--- config.mk ---
export PLATFORM = sky130hd
export DESIGN_NAME = pin_table_with_journal_pages
export DESIGN_NICKNAME = d
export VERILOG_FILES = /design/src/hdl/ptjp_pkg.sv /design/src/hdl/pin_table_with_journal_pages.sv
export SDC_FILE = /design/constraint.sdc
export NUM_CORES = 2
export LEC_CHECK = 0
export BUFFER_PORTS_ARGS = -buffer_cell sky130_fd_sc_hd__buf_2
export CORE_MARGIN = 2
export CORE_UTILIZATION = 45
export CTS_CLUSTER_DIAMETER = 50
export DETAILED_ROUTE_END_ITERATION = 7
export PLACE_DENSITY_LB_ADDON = 0.25
export REMOVE_ABC_BUFFERS = 1
export SETUP_SLACK_MARGIN = 0.5
export SLEW_MARGIN = 40
export SYNTH_ARGS = -nofsm -noshare
export SYNTH_HDL_FRONTEND = slang
export SYNTH_SLANG_ARGS = --single-unit
--- constraint.sdc ---
create_clock -name aclk -period 9.55 [get_ports aclk]
set_clock_uncertainty 0.05 [all_clocks]
set_input_delay 1.4325 -clock aclk [delete_from_list [all_inputs] [get_ports aclk]]
set_output_delay 1.4325 -clock aclk [all_outputs]
set_load 0.01 [all_outputs]
--- src/hdl/ptjp_pkg.sv ---
// Shared types, codes, reset values and helper functions of the PIN table block.
package ptjp_pkg;

    localparam int TABLE_SLOTS_DEF  = 16;
    localparam int RING_PAGES_DEF   = 8;
    localparam int PAGE_BYTES_DEF   = 256;
    localparam int SECTOR_BYTES_DEF = 1024;

    localparam logic [63:0] DEFAULT_ADMIN_KEY_RESET = 64'h3837_3635_3433_3231;
    localparam logic [31:0] REGION_BASE_RESET       = 32'h0003_F800;

    localparam int CFG_INDEX_W = 2;
    localparam logic [CFG_INDEX_W-1:0] CFG_DEFAULT_ADMIN_KEY = 2'd0;
    localparam logic [CFG_INDEX_W-1:0] CFG_REGION_BASE       = 2'd1;

    localparam logic [2:0] ACT_VERIFY_ADMIN = 3'd0;
    localparam logic [2:0] ACT_VERIFY_USER  = 3'd1;
    localparam logic [2:0] ACT_STORE        = 3'd2;
    localparam logic [2:0] ACT_INIT         = 3'd3;
    localparam logic [2:0] ACT_RESTORE      = 3'd4;

    localparam int SUM_W = 17;

    typedef struct packed {
        logic [63:0] word;
        logic [3:0]  count;
        logic        too_long;
    } norm_t;

    typedef struct packed {
        logic [3:0]  len;
        logic [63:0] word;
    } entry_t;

    typedef struct packed {
        logic        matched;
        logic        status;
        logic        write_page;
        logic [31:0] page_sequence;
        logic [2:0]  page_slot;
        logic [31:0] page_address;
        logic        erase_sector;
        logic [31:0] page_checksum;
    } result_t;

    // Keeps the characters below the length up to the first zero byte.
    function automatic norm_t pin_norm(input logic [63:0] bytes, input logic [3:0] len);
        norm_t      r;
        logic       run;
        logic [3:0] n;
        r.word = '0;
        n      = '0;
        run    = 1'b1;
        for (int i = 0; i < 8; i++) begin
            if (run && (4'(i) < len) && (bytes[8*i +: 8] != 8'h00)) begin
                r.word[8*i +: 8] = bytes[8*i +: 8];
                n = n + 4'd1;
            end else begin
                run = 1'b0;
            end
        end
        r.count    = n;
        r.too_long = (n == 4'd8) && (len > 4'd8);
        return r;
    endfunction

    function automatic logic [10:0] pin_bytesum(input logic [63:0] w);
        logic [10:0] s;
        s = '0;
        for (int i = 0; i < 8; i++) begin
            s = s + 11'(w[8*i +: 8]);
        end
        return s;
    endfunction

endpackage

--- src/hdl/pin_table_with_journal_pages.sv ---
// PIN code table in a synchronous memory with journal page reporting.
//
//  Channel  Direction  Ports                                      Handshake
//  s_       in         s_action s_user_slot s_key_bytes ...       s_valid / s_ready
//  m_       out        m_matched m_status m_write_page m_page_*   m_valid / m_ready
//  cfg_     in         cfg_index cfg_data                         cfg_valid / cfg_ready
//
// One transaction is worked at a time. User verify walks the table memory's single read port
// one slot per cycle. Restore reduces the loaded sequence modulo RING_PAGES by a reciprocal
// multiplication in two 16-bit halves.
// After reset the table reads as empty at once; no clearing pass is needed.
// A finished result waits in the output register while the next transaction is taken.
module pin_table_with_journal_pages
    import ptjp_pkg::*;
#(
    parameter int TABLE_SLOTS  = TABLE_SLOTS_DEF,
    parameter int RING_PAGES   = RING_PAGES_DEF,
    parameter int PAGE_BYTES   = PAGE_BYTES_DEF,
    parameter int SECTOR_BYTES = SECTOR_BYTES_DEF
) (
    input  logic                   aclk,
    input  logic                   aresetn,
    input  logic                   s_valid,
    output logic                   s_ready,
    input  logic [2:0]             s_action,
    input  logic [7:0]             s_user_slot,
    input  logic [63:0]            s_key_bytes,
    input  logic [3:0]             s_key_length,
    input  logic [31:0]            s_restore_sequence,
    output logic                   m_valid,
    input  logic                   m_ready,
    output logic                   m_matched,
    output logic                   m_status,
    output logic                   m_write_page,
    output logic [31:0]            m_page_sequence,
    output logic [2:0]             m_page_slot,
    output logic [31:0]            m_page_address,
    output logic                   m_erase_sector,
    output logic [31:0]            m_page_checksum,
    input  logic                   cfg_valid,
    output logic                   cfg_ready,
    input  logic [CFG_INDEX_W-1:0] cfg_index,
    input  logic [63:0]            cfg_data
);

    localparam int SLOT_W = (TABLE_SLOTS > 1) ? $clog2(TABLE_SLOTS) : 1;
    localparam int RING_W = $clog2(RING_PAGES);

    localparam logic [63:0] RECIP_NUM  = 64'd1 << (32 + RING_W);
    localparam logic [63:0] RECIP_FULL = (RECIP_NUM + 64'(RING_PAGES) - 64'd1) / 64'(RING_PAGES);
    localparam logic [32:0] RECIP      = RECIP_FULL[32:0];

    typedef enum logic [8:0] {
        S_IDLE      = 9'b000000001,
        S_ADMIN     = 9'b000000010,
        S_SCAN      = 9'b000000100,
        S_SCAN_LAST = 9'b000001000,
        S_PUT       = 9'b000010000,
        S_INIT      = 9'b000100000,
        S_PAGE      = 9'b001000000,
        S_MOD       = 9'b010000000,
        S_EMIT      = 9'b100000000
    } state_t;

    state_t                 state_reg, state_next;
    logic                   m_valid_reg, m_valid_next;
    logic [TABLE_SLOTS-1:0] slot_valid_reg, slot_valid_next;
    logic [SUM_W-1:0]       sum_reg, sum_next;
    logic [31:0]            seq_reg, seq_next;
    logic [RING_W-1:0]      ring_reg, ring_next;
    logic [63:0]            admin_key_reg, admin_key_next;
    logic [31:0]            region_base_reg, region_base_next;

    logic [2:0]             act_reg, act_next;
    logic [SLOT_W-1:0]      slot_reg, slot_next;
    logic [63:0]            word_reg, word_next;
    logic [3:0]             count_reg, count_next;
    logic                   too_long_reg, too_long_next;
    logic [31:0]            rseq_reg, rseq_next;
    logic [SLOT_W-1:0]      scan_idx_reg, scan_idx_next;
    logic                   hit_reg, hit_next;
    logic [1:0]             mod_cnt_reg, mod_cnt_next;
    logic [64:0]            prod_reg, prod_next;
    result_t                res_reg, res_next;
    result_t                out_reg, out_next;

    entry_t                 code_mem [TABLE_SLOTS];
    entry_t                 rd_data_reg;
    logic                   rd_vld_reg;
    logic                   mem_we;
    logic [SLOT_W-1:0]      mem_waddr;
    entry_t                 mem_wdata;
    logic [SLOT_W-1:0]      mem_raddr;

    logic [RING_PAGES-1:0]  erase_lut;

    for (genvar g = 0; g < RING_PAGES; g++) begin : g_erase
        localparam logic ERASE_G = (((g * PAGE_BYTES) % SECTOR_BYTES) == 0);
        assign erase_lut[g] = ERASE_G;
    end

    always_ff @(posedge aclk) begin
        if (mem_we) begin
            code_mem[mem_waddr] <= mem_wdata;
        end
        rd_data_reg <= code_mem[mem_raddr];
        rd_vld_reg  <= slot_valid_reg[mem_raddr];
    end

    entry_t            old_entry;
    norm_t             in_norm;
    norm_t             dflt_norm;
    logic              in_range;
    logic              entry_hit;
    logic [31:0]       seq_inc;
    logic [RING_W-1:0] ring_inc;
    logic [15:0]       mul_half;
    logic [48:0]       mul_prod;

    always_comb begin
        old_entry  = rd_vld_reg ? rd_data_reg : '0;
        in_norm    = pin_norm(s_key_bytes, s_key_length);
        dflt_norm  = pin_norm(admin_key_reg, 4'd8);
        in_range   = s_user_slot < 8'(TABLE_SLOTS);
        entry_hit  = rd_vld_reg && (rd_data_reg.len >= 4'd4) && (rd_data_reg.word == word_reg);
        seq_inc    = seq_reg + 32'd1;
        ring_inc   = (seq_inc == 32'd0 || ring_reg == RING_W'(RING_PAGES - 1)) ?
                     '0 : ring_reg + RING_W'(1);
        mul_half   = (mod_cnt_reg == 2'd0) ? rseq_reg[15:0] : rseq_reg[31:16];
        mul_prod   = 49'(mul_half) * 49'(RECIP);
    end

    always_comb begin
        state_next       = state_reg;
        m_valid_next     = m_valid_reg;
        slot_valid_next  = slot_valid_reg;
        sum_next         = sum_reg;
        seq_next         = seq_reg;
        ring_next        = ring_reg;
        admin_key_next   = admin_key_reg;
        region_base_next = region_base_reg;
        act_next         = act_reg;
        slot_next        = slot_reg;
        word_next        = word_reg;
        count_next       = count_reg;
        too_long_next    = too_long_reg;
        rseq_next        = rseq_reg;
        scan_idx_next    = scan_idx_reg;
        hit_next         = hit_reg;
        mod_cnt_next     = mod_cnt_reg;
        prod_next        = prod_reg;
        res_next         = res_reg;
        out_next         = out_reg;
        mem_we           = 1'b0;
        mem_waddr        = slot_reg;
        mem_wdata        = '{len: count_reg, word: word_reg};
        mem_raddr        = scan_idx_reg;

        if (cfg_valid) begin
            unique case (cfg_index)
                CFG_DEFAULT_ADMIN_KEY: admin_key_next   = cfg_data;
                CFG_REGION_BASE:       region_base_next = cfg_data[31:0];
                default: ;
            endcase
        end

        if (m_valid_reg && m_ready) begin
            m_valid_next = 1'b0;
        end

        unique case (state_reg)
            S_IDLE: begin
                if (s_action == ACT_VERIFY_ADMIN || s_action == ACT_VERIFY_USER) begin
                    mem_raddr = '0;
                end else begin
                    mem_raddr = s_user_slot[SLOT_W-1:0];
                end
                if (s_valid) begin
                    act_next      = s_action;
                    slot_next     = s_user_slot[SLOT_W-1:0];
                    word_next     = in_norm.word;
                    count_next    = in_norm.count;
                    too_long_next = in_norm.too_long;
                    rseq_next     = s_restore_sequence;
                    scan_idx_next = SLOT_W'(1);
                    hit_next      = 1'b0;
                    res_next      = '0;
                    unique case (s_action) inside
                        ACT_VERIFY_ADMIN: state_next = S_ADMIN;
                        ACT_VERIFY_USER:  state_next = (TABLE_SLOTS > 1) ? S_SCAN : S_SCAN_LAST;
                        ACT_INIT:         state_next = S_INIT;
                        ACT_STORE, ACT_RESTORE: begin
                            if (in_range) begin
                                state_next = S_PUT;
                            end else begin
                                res_next.status = 1'b1;
                                state_next      = S_EMIT;
                            end
                        end
                        default:          state_next = S_EMIT;
                    endcase
                end
            end
            S_ADMIN: begin
                res_next.matched = !too_long_reg && (old_entry.word == word_reg);
                state_next       = S_EMIT;
            end
            S_SCAN: begin
                hit_next = hit_reg || entry_hit;
                if (scan_idx_reg == SLOT_W'(TABLE_SLOTS - 1)) begin
                    state_next = S_SCAN_LAST;
                end else begin
                    scan_idx_next = scan_idx_reg + SLOT_W'(1);
                end
            end
            S_SCAN_LAST: begin
                res_next.matched = !too_long_reg && (hit_reg || entry_hit);
                state_next       = S_EMIT;
            end
            S_PUT: begin
                mem_we                    = 1'b1;
                slot_valid_next[slot_reg] = 1'b1;
                sum_next = sum_reg - SUM_W'(pin_bytesum(old_entry.word))
                                   + SUM_W'(pin_bytesum(word_reg));
                if (act_reg == ACT_RESTORE) begin
                    seq_next     = rseq_reg;
                    ring_next    = '0;
                    mod_cnt_next = 2'd0;
                    state_next   = S_MOD;
                end else begin
                    state_next   = S_PAGE;
                end
            end
            S_INIT: begin
                mem_we          = 1'b1;
                mem_waddr       = '0;
                mem_wdata       = '{len: dflt_norm.count, word: dflt_norm.word};
                slot_valid_next = TABLE_SLOTS'(1);
                sum_next        = SUM_W'(pin_bytesum(dflt_norm.word));
                seq_next        = '0;
                ring_next       = '0;
                state_next      = S_PAGE;
            end
            S_PAGE: begin
                seq_next               = seq_inc;
                ring_next              = ring_inc;
                res_next.write_page    = 1'b1;
                res_next.page_sequence = seq_inc;
                res_next.page_slot     = 3'(ring_inc);
                res_next.page_address  = region_base_reg + 32'(ring_inc) * 32'(PAGE_BYTES);
                res_next.erase_sector  = erase_lut[ring_inc];
                res_next.page_checksum = seq_inc + 32'(sum_reg);
                state_next             = S_EMIT;
            end
            S_MOD: begin
                mod_cnt_next = mod_cnt_reg + 2'd1;
                if (mod_cnt_reg == 2'd0) begin
                    prod_next = 65'(mul_prod);
                end else if (mod_cnt_reg == 2'd1) begin
                    prod_next = prod_reg + {mul_prod, 16'd0};
                end else begin
                    ring_next  = rseq_reg[RING_W-1:0]
                               - RING_W'(prod_reg[32+RING_W +: RING_W] * RING_W'(RING_PAGES));
                    state_next = S_EMIT;
                end
            end
            S_EMIT: begin
                if (!m_valid_reg || m_ready) begin
                    out_next     = res_reg;
                    m_valid_next = 1'b1;
                    state_next   = S_IDLE;
                end
            end
            default: state_next = S_IDLE;
        endcase
    end

    always_ff @(posedge aclk) begin
        if (!aresetn) begin
            state_reg       <= S_IDLE;
            m_valid_reg     <= 1'b0;
            slot_valid_reg  <= '0;
            sum_reg         <= '0;
            seq_reg         <= '0;
            ring_reg        <= '0;
            admin_key_reg   <= DEFAULT_ADMIN_KEY_RESET;
            region_base_reg <= REGION_BASE_RESET;
        end else begin
            state_reg       <= state_next;
            m_valid_reg     <= m_valid_next;
            slot_valid_reg  <= slot_valid_next;
            sum_reg         <= sum_next;
            seq_reg         <= seq_next;
            ring_reg        <= ring_next;
            admin_key_reg   <= admin_key_next;
            region_base_reg <= region_base_next;
        end
    end

    always_ff @(posedge aclk) begin
        act_reg      <= act_next;
        slot_reg     <= slot_next;
        word_reg     <= word_next;
        count_reg    <= count_next;
        too_long_reg <= too_long_next;
        rseq_reg     <= rseq_next;
        scan_idx_reg <= scan_idx_next;
        hit_reg      <= hit_next;
        mod_cnt_reg  <= mod_cnt_next;
        prod_reg     <= prod_next;
        res_reg      <= res_next;
        out_reg      <= out_next;
    end

    assign s_ready         = (state_reg == S_IDLE);
    assign cfg_ready       = 1'b1;
    assign m_valid         = m_valid_reg;
    assign m_matched       = out_reg.matched;
    assign m_status        = out_reg.status;
    assign m_write_page    = out_reg.write_page;
    assign m_page_sequence = out_reg.page_sequence;
    assign m_page_slot     = out_reg.page_slot;
    assign m_page_address  = out_reg.page_address;
    assign m_erase_sector  = out_reg.erase_sector;
    assign m_page_checksum = out_reg.page_checksum;

endmodule

==> results.toml <==
[worst_hold_path]
hp-class = "reg -> reg"

[timing]
finalSetupViolations = 0
hold_viol_final = 0
maxSlewViolCount = 0
layout_setup_ws_ns = 2.97
max_freq_ghz = 0.152
max_slew.worst_pin.slew_ns = 0.927
slew_headroom = 0.382
min_period_over_period = 0.689
grt_setup_unrepaired = "no"
finalSetupTns_ns = 0
fin_crit_ns = 6.58
worst_hold_slack_ns = 0.358

[die]
dieHeight_um = 403
io_pins = 288
die_w_um = 403
num_rows = 146
start_util = 0.453
design.core.area_um2 = 158000
dieArea_um2 = 162000

[placed_design]
placed_cells = 7851
gp_congestion = 0.979
port_buffers = 286
post-dp-hpwl_um = 131000
dp_slack_ns = 2.72

[critical_path]
worstSetupEndpointType = "register"
critPathRequiredTime_ns = 10.16
cp_max_fo = 45
crit_type = "reg -> reg"
cp-start-kind = "register"
cp.arrival_ns = 7.19

[synthesis]
ys_types = 82
synth_edf_count = 1375
netlist_area_um2 = 71700
ys_seq_elements = 1616
ys_top_cells_by_area = "edfxtp_1 58%, dfxtp_1 6.7%, nand2_1 5.0%"
synth-seq-area-share = 0.643
syn_inst = 5719
synth_top_cell_area_share = 0.576
yosysTopAreaCell = "edfxtp_1"
ys_warn_count = 0
ys.flop_type = "edfxtp_1"
avgSynthCellArea_um2 = 12.5
ys_async_sr_fraction = 0

[drt]
drt_iter0_drc = 5268
via_per_inst = 5.76
wl_per_cell_um = 24.8
drcViolationCount = 0
drtAntennaViolNets = 0
drt-total-wl_um = 203000
vias = 47200
first_pass_iters = 6

[cts]
hold_buffers = 0
clock_path_buffers = 3
cts_made_buffers = 175
clk_pin_slew_ns = 0.06
clock-sinks = 1616
clkLatencyLatePin_ns = 0.83
root_buffer = "clkbuf_16"
htreeDepth = 4
cts_resized = 0
post_cts_buffers = 0
cts_tree = "done"

[status]
status = "completed"

[global_route]
grt_pass1_vias = 44600
antenna_found_initial = 9
grt_use_total = 0.247
grt-ovfl-total = 0
grt_pass1_wl_um = 296000
grt_max_degree = 173

[cells_and_area]
area_growth_pct = 14.0
layout_common_cells = "1375 x edfxtp_1, 960 x nand2_1, 403 x and2_1"
drive_above_1_share = 0.126
largest_reg_flops = 1056
nets = 6388
fill_cells = 13500
final_common_cell = "edfxtp_1"
instances_no_fill = 8185

[power_and_ir_drop]
p_leak_nw = 28.8
total_power_mw = 32.6
cellPowerDensity_nw_per_um2 = 399
peakVddDrop_uv = 1250

[run]
cap_violations = 0
-- layer usage --
layer  up-vias  part of all wire  track usage
li1      21300                 -            -
met1     23600              0.43        0.355
met2      1862              0.46        0.385
met3       328             0.077       0.0394
met4         2             0.031       0.0783
met5         -          0.000059            0
-- layout make-up --
class | count | area, µm² | area share
Clock buffer | 230 | 4830 | 0.0591
Inverter | 261 | 982 | 0.0120
Antenna cell | 4 | 10.0 | 0.000122
Timing Repair Buffer | 409 | 2700 | 0.0330
Tap cell | 2072 | 2590 | 0.0317
Multi-Input combinational cell | 3497 | 23500 | 0.287
Sequential cell | 1616 | 46100 | 0.564
Clock inverter | 96 | 1020 | 0.0125
-- stage by stage --
stage	cell area (µm²)	util
6_report	81700	0.517
2_1_floorplan	70300	-
5_1_grt	81700	0.516
3_5_place_dp	75700	0.479
4_1_cts	81600	0.516
3_3_place_gp	75500	0.477
-- power by group --
group | internal, mW | switching, mW
clock | 3.84 | 2.87
combinational | 7.33 | 9.91
sequential | 8.18 | 0.465
total | 19.4 | 13.2
-- cells in the mapped netlist (6+ instances only) --
| master | count |
|---|---|
| buf_1 | 6 |
| and3_1 | 54 |
| nand3b_1 | 7 |
| o21a_1 | 10 |
| and2_1 | 403 |
| mux2_2 | 16 |
| a31oi_1 | 148 |
| nor3b_1 | 7 |
| ha_1 | 75 |
| a21oi_1 | 222 |
| or3_1 | 13 |
| nand4_1 | 32 |
| o21ai_0 | 111 |
| and4_1 | 13 |
| xnor2_1 | 72 |
| nand2b_1 | 13 |
| nor4_1 | 65 |
| xor2_1 | 89 |
| nor2b_1 | 31 |
| a22oi_1 | 11 |
| dfxtp_1 | 241 |
| a21o_1 | 11 |
| nand2_1 | 961 |
| nor2_1 | 147 |
| or4_1 | 22 |
| a21boi_0 | 68 |
| or2_2 | 7 |
| edfxtp_1 | 1375 |
| o211a_1 | 18 |
| o31ai_1 | 8 |
| a311oi_1 | 137 |
| nor3_1 | 42 |
| buf_4 | 9 |
| o21bai_1 | 6 |
| inv_1 | 260 |
| clkbuf_1 | 271 |
| fa_1 | 171 |
| a211oi_1 | 349 |
| buf_2 | 58 |
| o22ai_1 | 7 |
| nand3_1 | 77 |
-- worst paths after layout --
kind / from / depth (start not counted) / end / slack [ns]
worst min register to register: res_reg[43] / 0 / m_page_address[10] / 0.36
worst max register to register: rd_vld_reg / 19 / sum_reg[16] / 2.97
worst max-delay path: rd_vld_reg / 19 / sum_reg[16] / 2.97
worst min-delay path: res_reg[43] / 0 / m_page_address[10] / 0.36
-- cells by family (layout without fill, tap and decap cells) --
group	after synthesis	count (layout)	share of synthesized area
simple gates	1913	1913	0.128
flops	1616	1616	0.643
compound gates	1153	1153	0.110
buf+inv	606	996	0.0332
fa+ha+maj	246	246	0.0609
xor+xnor	162	162	0.0200
mux	22	22	0.00342
other cells	1	5	0.0000523
-- worst max-delay path, stage by stage, from the launching register on --
cell and delay (ns):
dfxtp_2 0.77, buf_4 0.51, nand2_1 0.17, fa_1 0.53, fa_1 0.57, fa_1 0.43
fa_1 0.46, fa_1 0.49, inv_1 0.05, fa_1 0.47, inv_1 0.04, ha_1 0.34
a211oi_1 0.29, o21ai_0 0.22, nand4_1 0.18, nand3_1 0.13, a2111o_1 0.37, o21ai_0 0.11
nor3_1 0.09, nand3b_1 0.17
(Power assumes the default switching activity.)
